==> config.mk <==
export PLATFORM = sky130hd
export DESIGN_NAME = fan_duty_failsafe_arbiter
export DESIGN_NICKNAME = d
export VERILOG_FILES = /design/src/rtl/core/fdfa_pkg.sv /design/src/rtl/core/fan_duty_failsafe_arbiter.sv /design/src/rtl/core/fdfa_fifo.sv /design/src/rtl/core/fdfa_front.sv /design/src/rtl/core/fdfa_back.sv
export SDC_FILE = /design/constraint.sdc
export NUM_CORES = 1
export LEC_CHECK = 0
export ABC_AREA = 1
export BUFFER_PORTS_ARGS = -buffer_cell sky130_fd_sc_hd__clkbuf_2
export CAP_MARGIN = 20
export CORE_MARGIN = 2
export CORE_UTILIZATION = 55
export CTS_CLUSTER_DIAMETER = 30
export CTS_CLUSTER_SIZE = 8
export DETAILED_ROUTE_END_ITERATION = 10
export GPL_TIMING_DRIVEN = 1
export HOLD_SLACK_MARGIN = 0.15
export PLACE_DENSITY = 0.77
export SETUP_SLACK_MARGIN = 0.05
export SLEW_MARGIN = 20
export SYNTH_ARGS = -nofsm -noshare
export SYNTH_HDL_FRONTEND = slang
export SYNTH_HIERARCHICAL = 1
export SYNTH_SLANG_ARGS = --single-unit
==> constraint.sdc <==
create_clock -name clk_i -period 4.1 [get_ports clk_i]
set_input_delay 0.82 -clock clk_i [delete_from_list [all_inputs] [get_ports clk_i]]
set_output_delay 0.82 -clock clk_i [all_outputs]
set_load 0.03 [all_outputs]
==> src/rtl/core/fdfa_pkg.sv <==
// Shared types, codes and helpers for the fan duty failsafe arbiter.
package fdfa_pkg;

  localparam logic [6:0] PCT_MAX        = 7'd100;
  localparam int unsigned FAULT_USB_BIT = 0;
  localparam int unsigned FAULT_WD_BIT  = 1;

  localparam logic [15:0] WD_TIMEOUT_RST   = 16'd3000;
  localparam logic [6:0]  DEFAULT_DUTY_RST = 7'd50;
  localparam logic [6:0]  SAFE_DUTY_RST    = 7'd100;
  localparam logic [6:0]  OVR_DUTY_RST     = 7'd100;

  localparam int unsigned CMDQ_DEPTH = 2;
  localparam int unsigned RESQ_DEPTH = 2;
  localparam int unsigned CFG_IDX_W  = 3;
  localparam int unsigned CFG_DATA_W = 16;

  typedef enum logic [1:0] {
    OP_TICK    = 2'd0,
    OP_SET_FAN = 2'd1,
    OP_KICK    = 2'd2,
    OP_QUERY   = 2'd3
  } op_e;

  typedef enum logic [1:0] {
    REPLY_OK       = 2'd0,
    REPLY_BAD_CHAN = 2'd1,
    REPLY_BAD_PCT  = 2'd2
  } reply_e;

  typedef enum logic [1:0] {
    SRC_DEFAULT  = 2'd0,
    SRC_HOST     = 2'd1,
    SRC_SAFE     = 2'd2,
    SRC_OVERRIDE = 2'd3
  } src_e;

  typedef enum logic [CFG_IDX_W-1:0] {
    CFG_WD_TIMEOUT   = 3'd0,
    CFG_DEFAULT_DUTY = 3'd1,
    CFG_SAFE_DUTY    = 3'd2,
    CFG_OVR_ENABLE   = 3'd3,
    CFG_OVR_DUTY     = 3'd4
  } cfg_idx_e;

  typedef struct packed {
    logic [1:0] operation;
    logic [7:0] fan_channel;
    logic [7:0] duty_request;
    logic       usb_ready;
  } fdfa_in_t;

  typedef struct packed {
    logic [1:0]  reply_code;
    logic [6:0]  duty_one;
    logic [6:0]  duty_two;
    logic        duty_one_changed;
    logic        duty_two_changed;
    logic [1:0]  duty_source;
    logic [15:0] watchdog_left_ms;
    logic [1:0]  fault_bits;
  } fdfa_out_t;

  // Classified command handed from the front to the back.
  typedef struct packed {
    logic       is_tick;
    logic       refresh;
    logic       store_duty;
    logic       chan_sel;
    logic [6:0] duty;
    reply_e     reply;
    logic       usb;
  } fdfa_cmd_t;

  function automatic logic [6:0] pct_clamp(input logic [6:0] v);
    return (v > PCT_MAX) ? PCT_MAX : v;
  endfunction

endpackage

==> src/rtl/core/fan_duty_failsafe_arbiter.sv <==
// Top level of the two-channel fan duty arbiter with host watchdog.
// Two-entry registered queues sit on each side of a combinational back end.
// Throughput: one transaction per cycle while the result queue is not full; the back
// end executes one command per cycle, bounded by its single state update.
// Reset: asynchronous, active low; queues empty, registers at their defaults,
// timer zero, host not seen, host and output duties at the default duty reset value.
module fan_duty_failsafe_arbiter
  import fdfa_pkg::*;
#(
  parameter int unsigned TIMER_BITS = 16
) (
  input  logic                  clk_i,
  input  logic                  rst_ni,
  input  logic                  cfg_we_i,
  input  logic [CFG_IDX_W-1:0]  cfg_idx_i,
  input  logic [CFG_DATA_W-1:0] cfg_wdata_i,
  input  logic                  push,
  input  fdfa_in_t              in_item_i,
  output logic                  full,
  output logic                  empty,
  input  logic                  pop,
  output fdfa_out_t             result_o
);

  fdfa_cmd_t front_cmd;
  fdfa_cmd_t cmdq_rdata;
  logic      cmdq_empty;
  logic      cmd_pop;
  logic      res_push;
  logic      resq_full;
  fdfa_out_t res_data;

  fdfa_front u_front (
    .item_i (in_item_i),
    .cmd_o  (front_cmd)
  );

  fdfa_fifo #(
    .WIDTH ($bits(fdfa_cmd_t)),
    .DEPTH (CMDQ_DEPTH)
  ) u_cmdq (
    .clk_i   (clk_i),
    .rst_ni  (rst_ni),
    .push_i  (push),
    .wdata_i (front_cmd),
    .full_o  (full),
    .pop_i   (cmd_pop),
    .rdata_o (cmdq_rdata),
    .empty_o (cmdq_empty)
  );

  fdfa_back #(
    .TIMER_BITS (TIMER_BITS)
  ) u_back (
    .clk_i       (clk_i),
    .rst_ni      (rst_ni),
    .cfg_we_i    (cfg_we_i),
    .cfg_idx_i   (cfg_idx_i),
    .cfg_wdata_i (cfg_wdata_i),
    .cmd_valid_i (!cmdq_empty),
    .cmd_i       (cmdq_rdata),
    .cmd_pop_o   (cmd_pop),
    .res_full_i  (resq_full),
    .res_push_o  (res_push),
    .res_o       (res_data)
  );

  fdfa_fifo #(
    .WIDTH ($bits(fdfa_out_t)),
    .DEPTH (RESQ_DEPTH)
  ) u_resq (
    .clk_i   (clk_i),
    .rst_ni  (rst_ni),
    .push_i  (res_push),
    .wdata_i (res_data),
    .full_o  (resq_full),
    .pop_i   (pop),
    .rdata_o (result_o),
    .empty_o (empty)
  );

endmodule

==> src/rtl/core/fdfa_fifo.sv <==
// Small flop-based queue with show-ahead read.
module fdfa_fifo #(
  parameter int unsigned WIDTH = 8,
  parameter int unsigned DEPTH = 2
) (
  input  logic             clk_i,
  input  logic             rst_ni,
  input  logic             push_i,
  input  logic [WIDTH-1:0] wdata_i,
  output logic             full_o,
  input  logic             pop_i,
  output logic [WIDTH-1:0] rdata_o,
  output logic             empty_o
);

  localparam int unsigned AW = (DEPTH > 1) ? $clog2(DEPTH) : 1;
  localparam int unsigned CW = $clog2(DEPTH + 1);
  localparam logic [AW-1:0] LAST = AW'(DEPTH - 1);
  localparam logic [CW-1:0] FULL_CNT = CW'(DEPTH);

  logic [WIDTH-1:0] mem_q [DEPTH];
  logic [AW-1:0]    wr_ptr_q, wr_ptr_d;
  logic [AW-1:0]    rd_ptr_q, rd_ptr_d;
  logic [CW-1:0]    cnt_q, cnt_d;
  logic             push_ok, pop_ok;

  assign full_o  = (cnt_q == FULL_CNT);
  assign empty_o = (cnt_q == '0);
  assign push_ok = push_i && !full_o;
  assign pop_ok  = pop_i && !empty_o;
  assign rdata_o = mem_q[rd_ptr_q];

  always_comb begin
    wr_ptr_d = wr_ptr_q;
    rd_ptr_d = rd_ptr_q;
    cnt_d    = cnt_q;
    if (push_ok) begin
      wr_ptr_d = (wr_ptr_q == LAST) ? '0 : wr_ptr_q + 1'b1;
    end
    if (pop_ok) begin
      rd_ptr_d = (rd_ptr_q == LAST) ? '0 : rd_ptr_q + 1'b1;
    end
    if (push_ok && !pop_ok) begin
      cnt_d = cnt_q + 1'b1;
    end else if (pop_ok && !push_ok) begin
      cnt_d = cnt_q - 1'b1;
    end
  end

  always_ff @(posedge clk_i or negedge rst_ni) begin
    if (!rst_ni) begin
      wr_ptr_q <= '0;
      rd_ptr_q <= '0;
      cnt_q    <= '0;
    end else begin
      wr_ptr_q <= wr_ptr_d;
      rd_ptr_q <= rd_ptr_d;
      cnt_q    <= cnt_d;
    end
  end

  always_ff @(posedge clk_i) begin
    if (push_ok) begin
      mem_q[wr_ptr_q] <= wdata_i;
    end
  end

endmodule

==> src/rtl/core/fdfa_front.sv <==
// Front end: decodes and validates an incoming transaction into a command.
module fdfa_front
  import fdfa_pkg::*;
(
  input  fdfa_in_t  item_i,
  output fdfa_cmd_t cmd_o
);

  op_e  op;
  logic chan_ok;
  logic pct_ok;

  assign op      = op_e'(item_i.operation);
  assign chan_ok = (item_i.fan_channel == 8'd1) || (item_i.fan_channel == 8'd2);
  assign pct_ok  = (item_i.duty_request <= {1'b0, PCT_MAX});

  always_comb begin
    cmd_o            = '0;
    cmd_o.reply      = REPLY_OK;
    cmd_o.usb        = item_i.usb_ready;
    cmd_o.chan_sel   = (item_i.fan_channel == 8'd2);
    cmd_o.duty       = item_i.duty_request[6:0];
    case (op)
      OP_TICK: begin
        cmd_o.is_tick = 1'b1;
      end
      OP_SET_FAN: begin
        // channel is checked before the percent
        if (!chan_ok) begin
          cmd_o.reply = REPLY_BAD_CHAN;
        end else if (!pct_ok) begin
          cmd_o.reply = REPLY_BAD_PCT;
        end else begin
          cmd_o.store_duty = 1'b1;
          cmd_o.refresh    = 1'b1;
        end
      end
      OP_KICK: begin
        cmd_o.refresh = 1'b1;
      end
      OP_QUERY: begin
        cmd_o.refresh = 1'b0;
      end
      default: begin
        cmd_o.refresh = 1'b0;
      end
    endcase
  end

endmodule

==> src/rtl/core/fdfa_back.sv <==
// Back end: configuration registers, watchdog timer and duty arbitration.
module fdfa_back
  import fdfa_pkg::*;
#(
  parameter int unsigned TIMER_BITS = 16
) (
  input  logic                  clk_i,
  input  logic                  rst_ni,
  input  logic                  cfg_we_i,
  input  logic [CFG_IDX_W-1:0]  cfg_idx_i,
  input  logic [CFG_DATA_W-1:0] cfg_wdata_i,
  input  logic                  cmd_valid_i,
  input  fdfa_cmd_t             cmd_i,
  output logic                  cmd_pop_o,
  input  logic                  res_full_i,
  output logic                  res_push_o,
  output fdfa_out_t             res_o
);

  localparam int unsigned CW = (TIMER_BITS > 16) ? TIMER_BITS : 16;
  localparam logic [CW-1:0] TMAX = CW'({TIMER_BITS{1'b1}});

  logic [15:0] wd_timeout_q;
  logic [6:0]  default_duty_q, safe_duty_q, ovr_duty_q;
  logic        ovr_enable_q;

  logic [TIMER_BITS-1:0] elapsed_q, elapsed_d;
  logic                  host_seen_q, host_seen_d;
  logic [6:0]            host_duty_q [2];
  logic [6:0]            host_duty_d [2];
  logic [6:0]            out_duty_q [2];
  logic [6:0]            out_duty_d [2];
  src_e                  src_q, src_d;

  logic [CW-1:0] timeout_ext, elapsed_ext, elapsed_nxt_ext, lim;
  logic          expired_nxt;
  logic [6:0]    t1, t2;
  src_e          src_t;
  logic          chg1, chg2;
  logic          fire;

  assign fire       = cmd_valid_i && !res_full_i;
  assign cmd_pop_o  = fire;
  assign res_push_o = fire;

  assign timeout_ext     = CW'(wd_timeout_q);
  assign elapsed_ext     = CW'(elapsed_q);
  assign lim             = (timeout_ext > TMAX) ? TMAX : timeout_ext;
  assign elapsed_nxt_ext = CW'(elapsed_d);
  assign expired_nxt     = (elapsed_nxt_ext >= timeout_ext);

  always_comb begin
    elapsed_d      = elapsed_q;
    host_seen_d    = host_seen_q;
    host_duty_d[0] = host_duty_q[0];
    host_duty_d[1] = host_duty_q[1];
    if (cmd_i.refresh) begin
      elapsed_d   = '0;
      host_seen_d = 1'b1;
    end else if (cmd_i.is_tick && (elapsed_ext < lim)) begin
      elapsed_d = elapsed_q + 1'b1;
    end
    if (cmd_i.store_duty) begin
      host_duty_d[cmd_i.chan_sel] = cmd_i.duty;
    end
  end

  // Arbitration by priority; host_seen does not move on a tick.
  always_comb begin
    if (ovr_enable_q) begin
      t1    = pct_clamp(ovr_duty_q);
      t2    = t1;
      src_t = SRC_OVERRIDE;
    end else if (!cmd_i.usb || (host_seen_q && expired_nxt)) begin
      t1    = pct_clamp(safe_duty_q);
      t2    = t1;
      src_t = SRC_SAFE;
    end else if (host_seen_q) begin
      t1    = host_duty_q[0];
      t2    = host_duty_q[1];
      src_t = SRC_HOST;
    end else begin
      t1    = pct_clamp(default_duty_q);
      t2    = t1;
      src_t = SRC_DEFAULT;
    end
  end

  always_comb begin
    out_duty_d[0] = out_duty_q[0];
    out_duty_d[1] = out_duty_q[1];
    src_d         = src_q;
    chg1          = 1'b0;
    chg2          = 1'b0;
    if (cmd_i.is_tick) begin
      chg1          = (t1 != out_duty_q[0]);
      chg2          = (t2 != out_duty_q[1]);
      out_duty_d[0] = t1;
      out_duty_d[1] = t2;
      src_d         = src_t;
    end
  end

  always_comb begin
    res_o                  = '0;
    res_o.reply_code       = cmd_i.reply;
    res_o.duty_one         = out_duty_d[0];
    res_o.duty_two         = out_duty_d[1];
    res_o.duty_one_changed = chg1;
    res_o.duty_two_changed = chg2;
    res_o.duty_source      = src_d;
    res_o.watchdog_left_ms = expired_nxt ? 16'd0 : 16'(timeout_ext - elapsed_nxt_ext);
    res_o.fault_bits[FAULT_USB_BIT] = !cmd_i.usb;
    res_o.fault_bits[FAULT_WD_BIT]  = host_seen_d && expired_nxt;
  end

  always_ff @(posedge clk_i or negedge rst_ni) begin
    if (!rst_ni) begin
      wd_timeout_q   <= WD_TIMEOUT_RST;
      default_duty_q <= DEFAULT_DUTY_RST;
      safe_duty_q    <= SAFE_DUTY_RST;
      ovr_enable_q   <= 1'b0;
      ovr_duty_q     <= OVR_DUTY_RST;
    end else if (cfg_we_i) begin
      case (cfg_idx_i)
        CFG_WD_TIMEOUT:   wd_timeout_q   <= cfg_wdata_i;
        CFG_DEFAULT_DUTY: default_duty_q <= cfg_wdata_i[6:0];
        CFG_SAFE_DUTY:    safe_duty_q    <= cfg_wdata_i[6:0];
        CFG_OVR_ENABLE:   ovr_enable_q   <= cfg_wdata_i[0];
        CFG_OVR_DUTY:     ovr_duty_q     <= cfg_wdata_i[6:0];
        default: begin
          // drop writes to unmapped indexes
        end
      endcase
    end
  end

  always_ff @(posedge clk_i or negedge rst_ni) begin
    if (!rst_ni) begin
      elapsed_q      <= '0;
      host_seen_q    <= 1'b0;
      host_duty_q[0] <= DEFAULT_DUTY_RST;
      host_duty_q[1] <= DEFAULT_DUTY_RST;
      out_duty_q[0]  <= DEFAULT_DUTY_RST;
      out_duty_q[1]  <= DEFAULT_DUTY_RST;
      src_q          <= SRC_DEFAULT;
    end else if (fire) begin
      elapsed_q      <= elapsed_d;
      host_seen_q    <= host_seen_d;
      host_duty_q[0] <= host_duty_d[0];
      host_duty_q[1] <= host_duty_d[1];
      out_duty_q[0]  <= out_duty_d[0];
      out_duty_q[1]  <= out_duty_d[1];
      src_q          <= src_d;
    end
  end

endmodule

==> results of run 1 <==
## synthesized netlist by cell type (all sizes together), types with 13 or more instances
library cell  instances
buf                  35
dfrtp                65
nand2               466
edfxtp              104
nand4                32
nand3                62
o21ai               107
a21oi                43
clkbuf               20
dfstp                28
inv                 120
nor2                 77
xor2                 13
ha                   37
## registers in the layout, summed over array words and instances (netlist names)
name                   flops
u_cmdq/wr_ptr_q            1
u_resq/wr_ptr_q            1
u_back/ovr_duty_q          7
u_back/out_duty_q         14
u_back/host_duty_q        14
u_cmdq/rd_ptr_q            1
u_back/default_duty_q      7
u_resq/rd_ptr_q            1
u_resq/mem_q              76
u_cmdq/cnt_q               2
u_back/safe_duty_q         7
u_back/elapsed_ext        16
u_back/src_q               2
u_back/timeout_ext        16
u_resq/cnt_q               2
u_back/ovr_enable_q        1
u_cmdq/mem_q              28
u_back/host_seen_q         1
## critical path, delay by kind of cell (launching register included)
kind            cells  cell delay (ns)
compound gates      2             0.27
buf+inv             3             0.32
flops               1             0.54
fa+ha+maj           2             0.53
simple gates       24             2.22
## power breakdown
part           switching [mW]  total, mW  internal [mW]
sequential              0.296       3.36           3.06
clock                   0.773       1.56          0.789
combinational            3.00       4.34           1.34
total                    4.06       9.26           5.19
## cells in the final DEF, fill, tap and decap left out, drive strengths merged, types with 5 or more instances in the layout
cell type and count:
nand2 467, inv 125, o21ai 107, edfxtp 104, clkbuf 98, buf 79
nor2 77, dfrtp 65, nand3 62, a21oi 43, ha 37, nand4 32
dfstp 28, xor2 13, xnor2 8, clkinv 7, clkinvlp 6, nor3 5
## path summary, 6_finish.rpt
| path | startpoint | endpoint | slack (ns) | depth (start not counted) |
|---|---|---|---|---|
| setup reg to reg | u_back/timeout_ext[9] | u_resq/mem_q[0][20] | -0.03 | 31 |
| hold / removal | rst_ni | u_back/elapsed_ext[9] | 0.31 | 1 |
| max in group asynchronous | rst_ni | u_back/out_duty_q[8] | 2.92 | 2 |
| min in group clk_i | u_back/host_duty_q[6] | u_back/host_duty_q[6] | 0.49 | 2 |
| setup / recovery | u_back/timeout_ext[9] | u_resq/mem_q[0][20] | -0.03 | 31 |
| hold reg to reg | u_back/host_duty_q[6] | u_back/host_duty_q[6] | 0.49 | 2 |
## timing repair
action	4_1_cts	5_1_grt
setup endpoints to repair	36	71
setup buffers	13	13
gates cloned	1	1
gates resized for setup	49	73
pin swaps	31	56
## logic make-up after synthesis
| family | synth area share |
|---|---|
| flip-flops | 0.5204 |
| AND/OR/NAND/NOR | 0.2618 |
| XOR/XNOR | 0.01745 |
| AO/OA/AOI/OAI | 0.08190 |
| adder cells (fa/ha/maj) | 0.04582 |
| buffers and inverters | 0.07264 |
## routing by layer
layer | up-vias | part of all wire
met1 | 4095 | 0.45
met2 | 355 | 0.46
li1 | 4303 | -
met3 | 54 | 0.067
met4 | 0 | 0.021
met5 | - | 0
## per-stage QoR
step | setup WS, ns | util | instances | instance area [sq um]
3_3_place_gp | -0.09484 | 0.6037 | 1554 | 11330
3_5_place_dp | -0.1557 | 0.6041 | 1555 | 11340
4_1_cts | -0.01244 | 0.6506 | 1601 | 12210
5_1_grt | -0.2598 | 0.6739 | 1616 | 12650
2_1_floorplan | 0.08833 | - | 1243 | 10540
6_report | -0.02907 | 0.6739 | 1616 | 12650
## layout make-up
class                           count  area (sq um)  area share
Tap cell                          234         292.8     0.02315
Clock inverter                     15         118.9    0.009399
Timing Repair Buffer              160          1041     0.08231
Sequential cell                   197          5487      0.4338
Timing Repair inverter              1         7.507   0.0005936
Multi-Input combinational cell    870          4811      0.3804
Clock buffer                       17         425.4     0.03364
Inverter                          122         464.2     0.03670
==> out/metrics.yaml, run 1 <==
status:
  failed_checks: "setup timing"
  run_status: "complete, but fails checks"
sta:
  finalCritPeriodShare: 1.007
  setup_viol: 6
  period_minus_slack_ns: 4.129
  hold_viol_final: 0
  setup_ws_ns: -0.02907
  slew_viol_final: 0
  fmaxAchievable_mhz: 242.2
  finalSetupTns_ns: -0.1165
  rsz0062_at_grt: "yes"
  slew_headroom: 0.3192
  fin_skew_ns: 0.01007
  whs_ns: 0.3100
  worst_pin_slew_ns: 1.019
synthesis:
  ys_seq_area_frac: 0.5204
  synth_enable_flop_cells: 104
  syn_area_per_cell_sq_um: 8.481
  ys.flop_type: "edfxtp_1"
  synth_top_area_share: 0.2963
  netlist_instances: 1243
  ys_top_cells_by_area: "edfxtp_1 (30%), nand2_1 (16%), dfrtp_1 (15%)"
  syn_nets: 1324
  ys_ff_latch: 197
  synth_cell_type_count: 44
  syn-cell-area_sq_mm: 0.01054
  synth_area_leader_cell: "edfxtp_1"
  async_flop_share: 0.4721
  synth_warnings: 6
finish:
  nets: 1450
  drive_gt1_frac: 0.2562
  area_growth_pct: 19.98
  insertedDiodeCount: 0
  fillers: 1417
global_route:
  grtUsageMet2: 0.3902
  busiest_layer: "met2"
  grt_use_met3: 0.04408
  grt.total_usage: 0.2513
  antenna_found_initial: 0
  met1_usage: 0.3631
  grt_pass1_vias: 8103
  grt_pass1_wl_microns: 40320
  grt_max_degree: 53
  grt-ovfl-total: 0
setup_path:
  worstSetupPathType: "flip-flop to flip-flop"
  worstSetupStartpointType: "flip-flop"
  cpMostUsedCell: "nor2_1"
  cpMaxStageDelayCell: "dfstp_2"
  crit_required_ns: 4.28
  cp_max_fo: 7
  endpoint_kind: "flip-flop"
  cp_slowest_stage_delay_ns: 0.54
  arrival_ns: 4.31
clocking:
  cts_sinks: 197
  insertion_delay_ns: 0.44
  cts_hold_buf: 0
  root_buffer: "clkbuf_16"
  numCtsBuffers: 17
  clk_path_buf_depth: 2
  cts.htree.levels: 4
  cts_tree: "done"
  path_clk_slew_ns: 0.07
drt:
  wl_per_cell_microns: 16.05
  routed_via_density: 5.450
  finalWirelength_microns: 25930
  drc: 0
  ant_nets: 0
  drt_iter0_markers: 829
  first_pass_iters: 5
  vias: 8807
die:
  design.die.area_sq_mm: 0.02029
  start_util: 0.5617
  coreArea_sq_mm: 0.01877
  num_io_pins: 83
  die_w_microns: 142.4
  floorplan.rows: 50
  die_h_microns: 142.4
pwr:
  ir_drop_mv: 0.4182
  p_leak_nw: 5.949
  pwr_density_cell_mw_per_mm2: 731.8
  finalPower_mw: 9.255
placed_design:
  gp_congestion: 0.9573
  dp_hpwl_microns: 17280
  numPortBuffers: 82
hold_path:
  hold_path_class: "input pin to async pin"
flow_run:
  maxCapViolCount: 0
Power figures use the tool's default switching activity.
==> inputs of run 2 (changes only) <==
--- a/config.mk
+++ b/config.mk
@@ -5,17 +5,15 @@
 export SDC_FILE = /design/constraint.sdc
 export NUM_CORES = 1
 export LEC_CHECK = 0
-export ABC_AREA = 1
 export BUFFER_PORTS_ARGS = -buffer_cell sky130_fd_sc_hd__clkbuf_2
 export CAP_MARGIN = 20
 export CORE_MARGIN = 2
-export CORE_UTILIZATION = 55
+export CORE_UTILIZATION = 25
 export CTS_CLUSTER_DIAMETER = 30
 export CTS_CLUSTER_SIZE = 8
 export DETAILED_ROUTE_END_ITERATION = 10
 export GPL_TIMING_DRIVEN = 1
 export HOLD_SLACK_MARGIN = 0.15
-export PLACE_DENSITY = 0.77
 export SETUP_SLACK_MARGIN = 0.05
 export SLEW_MARGIN = 20
 export SYNTH_ARGS = -nofsm -noshare
==> run 2 against run 1 <==
Compared with the run above: the flow still finishes with violations (setup timing); synthesized cell count down 29%; first-iteration DRC count down 48%; routed wire length up 1.6%.
==> out/metrics.yaml, run 2 <==
sta:
  fmaxAchievable_mhz: 197.6
  worst_pin_slew_ns: 1.023
  period_minus_slack_ns: 5.061
  finalCritPeriodShare: 1.234
  slew_headroom: 0.3130
  fin_skew_ns: 0.01031
  slew_viol_final: 0
  rsz0062_at_grt: "yes"
  finalSetupTns_ns: -49.65
  setup_viol: 86
  setup_ws_ns: -0.9608
  hold_viol_final: 0
die:
  die_w_microns: 208.0
  coreArea_sq_mm: 0.04092
  start_util: 0.2543
  die_h_microns: 208.0
  num_io_pins: 83
  floorplan.rows: 74
  design.die.area_sq_mm: 0.04327
setup_path:
  reg2reg_depth: 21
  worstSetupStartpointType: "flip-flop"
  cpMostUsedCell: "a21o_1"
  cp_max_fo: 7
  cpMaxStageDelayCell: "dfstp_2"
  timing.rr.start: "u_back/timeout_ext[9]"
  cpLargestDelayFamily: "compound AO/OA/AOI/OAI gates"
  cp_slowest_stage_delay_ns: 0.55
  endpoint_kind: "flip-flop"
  r2r_setup_slack_ns: -0.96
  crit_required_ns: 4.28
  crit_buf_inv: 1
  worstSetupPathType: "flip-flop to flip-flop"
  arrival_ns: 5.24
  timing.rr.end: "u_resq/mem_q[1][20]"
  worstPathCellList: "inv_2 > ha_4 > a21o_1 > a21o_1 > a21o_1 > a2111oi_4 > nor2_1 > o21ba_4 > nand3_4 > or3_1 > a21o_1 > ha_4 > a21o_1 > a221o_1 > a21oi_4 > nand4_1 > and2_4 > mux2_4 > xor2_2 > a211oi_2 > a41oi_2"
synthesis:
  yosysMostFrequentCell: "edfxtp_1"
  synth_warnings: 6
  syn-cell-area_sq_mm: 0.01041
  netlist_instances: 887
  ys_top_cells_by_area: "edfxtp_1 (30%), dfrtp_1 (16%), mux2_2 (8.9%)"
  ys_ff_latch: 197
  synth_enable_flop_cells: 104
  synth_cell_type_count: 69
  synth_top_area_share: 0.3001
  ys_seq_area_frac: 0.5271
  synth_area_leader_cell: "edfxtp_1"
  syn_area_per_cell_sq_um: 11.73
  ys.flop_type: "edfxtp_1"
  async_flop_share: 0.4721
  synth.top_cells.by_count: "edfxtp_1 (104), mux2_2 (82), nand2_1 (73)"
  syn_nets: 968
pwr:
  p_leak_nw: 5.643
  finalPower_mw: 10.67
  ir_drop_mv: 0.2681
  pwr_density_cell_mw_per_mm2: 766.8
status:
  failed_checks: "setup timing"
  run_status: "complete, but fails checks"
global_route:
  grt_pass1_vias: 7502
  antenna_found_initial: 7
  grt_pass1_wl_microns: 41320
  grt-ovfl-total: 0
  grt.total_usage: 0.1213
  grt_max_degree: 53
finish:
  drive_gt1_frac: 0.4574
  final_common_cell: "buf_4"
  largest_reg_flops: 76
  final_cell_mix: "buf_4 (140), edfxtp_1 (104), clkbuf_2 (81)"
  largest_register: "u_resq/mem_q"
  area_growth_pct: 33.76
  reg_top3: "u_resq/mem_q: 76 flops, u_cmdq/mem_q: 28 flops"
  fin_area_sq_mm: 0.01392
  nets: 1183
drt:
  wl_per_cell_microns: 15.98
  drt_iter0_markers: 434
  drc: 0
  finalWirelength_microns: 26350
  vias: 7565
  ant_nets: 0
  routed_via_density: 4.588
  first_pass_iters: 5
clocking:
  numCtsBuffers: 17
  path_clk_slew_ns: 0.08
  cts_tree: "done"
  cts_hold_buf: 0
  root_buffer: "clkbuf_16"
  cts_sinks: 197
  cts.htree.levels: 4
  insertion_delay_ns: 0.46
  clk_path_buf_depth: 2
placed_design:
  gp_congestion: 0.8348
  dp_hpwl_microns: 19400
  numPortBuffers: 82
  post_dp_cell_area_sq_mm: 0.01245
flow_run:
  maxCapViolCount: 0
hold_path:
  hold_path_class: "input pin to async pin"
run 2: cells by family after synthesis:
kind of cell | Yosys count | share of synthesized area
AO/OA/AOI/OAI | 179 | 0.1121
XOR/XNOR | 54 | 0.04545
adder cells (fa/ha/maj) | 38 | 0.04641
buffers and inverters | 88 | 0.04280
flip-flops | 197 | 0.5271
multiplexers | 102 | 0.1171
AND/OR/NAND/NOR | 229 | 0.1091
run 2: where the power goes:
| part | internal [mW] | switching (mW) |
|---|---|---|
| sequential | 3.15 | 0.460 |
| clock | 0.841 | 0.865 |
| combinational | 2.45 | 2.91 |
| total | 6.44 | 4.23 |
run 2: worst reg2reg max path, cell delays in order (launching register included):
cell	delay (ns)
dfstp_2	0.55
inv_2	0.05
ha_4	0.23
a21o_1	0.17
a21o_1	0.15
a21o_1	0.18
a2111oi_4	0.28
nor2_1	0.08
o21ba_4	0.31
nand3_4	0.10
or3_1	0.31
a21o_1	0.19
ha_4	0.23
a21o_1	0.16
a221o_1	0.35
a21oi_4	0.20
nand4_1	0.14
and2_4	0.23
mux2_4	0.32
xor2_2	0.15
a211oi_2	0.24
a41oi_2	0.16
run 2: how the worst max path moves through the flow:
stage,startpoint,endpoint,slack [ns],depth (start not counted)
finish,u_back/timeout_ext[9],u_resq/mem_q[1][20],-0.96,21
global route,u_back/timeout_ext[9],u_resq/mem_q[1][20],-1.20,21
CTS,u_back/timeout_ext[9],u_resq/mem_q[0][21],-0.92,21
detailed placement,u_back/timeout_ext[9],u_resq/mem_q[1][21],-0.96,21
global placement,u_back/timeout_ext[9],u_resq/mem_q[0][21],-0.87,21
floorplan,u_back/timeout_ext[9],u_resq/mem_q[0][21],-0.80,26
run 2: metal layers:
metal / share of wire / up-vias / GRT usage
li1: - / 3660 / -
met1: 0.48 / 3745 / 0.1619
met2: 0.46 / 116 / 0.1895
met3: 0.043 / 34 / 0.03200
met4: 0.016 / 10 / 0.04255
met5: 0.0023 / - / 0
run 2: through the flow:
stage / cells / setup WS, ns / hold slack (ns) / util
after global placement: 1588 / -0.8669 / 0.4772 / 0.3041
after CTS: 1637 / -0.9211 / 0.4448 / 0.3297
after detailed placement: 1588 / -0.9553 / 0.5012 / 0.3042
final: 1649 / -0.9608 / 0.4192 / 0.3401
after floorplan: 887 / -0.7975 / 0.4608 / -
after global routing: 1649 / -1.197 / 0.4566 / 0.3401
run 2: cell type report:
cell class                      instances  area [sq um]
Multi-Input combinational cell        602          5221
Inverter                               40         155.1
Fill cell                            4038         27000
Clock buffer                           17         425.4
Clock inverter                         15         188.9
Timing Repair Buffer                  244          1772
Antenna cell                            2         5.005
Sequential cell                       197          5487
Tap cell                              532         665.6
run 2: repair_timing:
action / CTS / global route
setup buffers: 16 / 14
cloned: 1 / 0
endpoints found under the hold margin: 0 / 0
pin swaps: 19 / 29
setup endpoints to repair: 86 / 86
resized for setup: 62 / 71
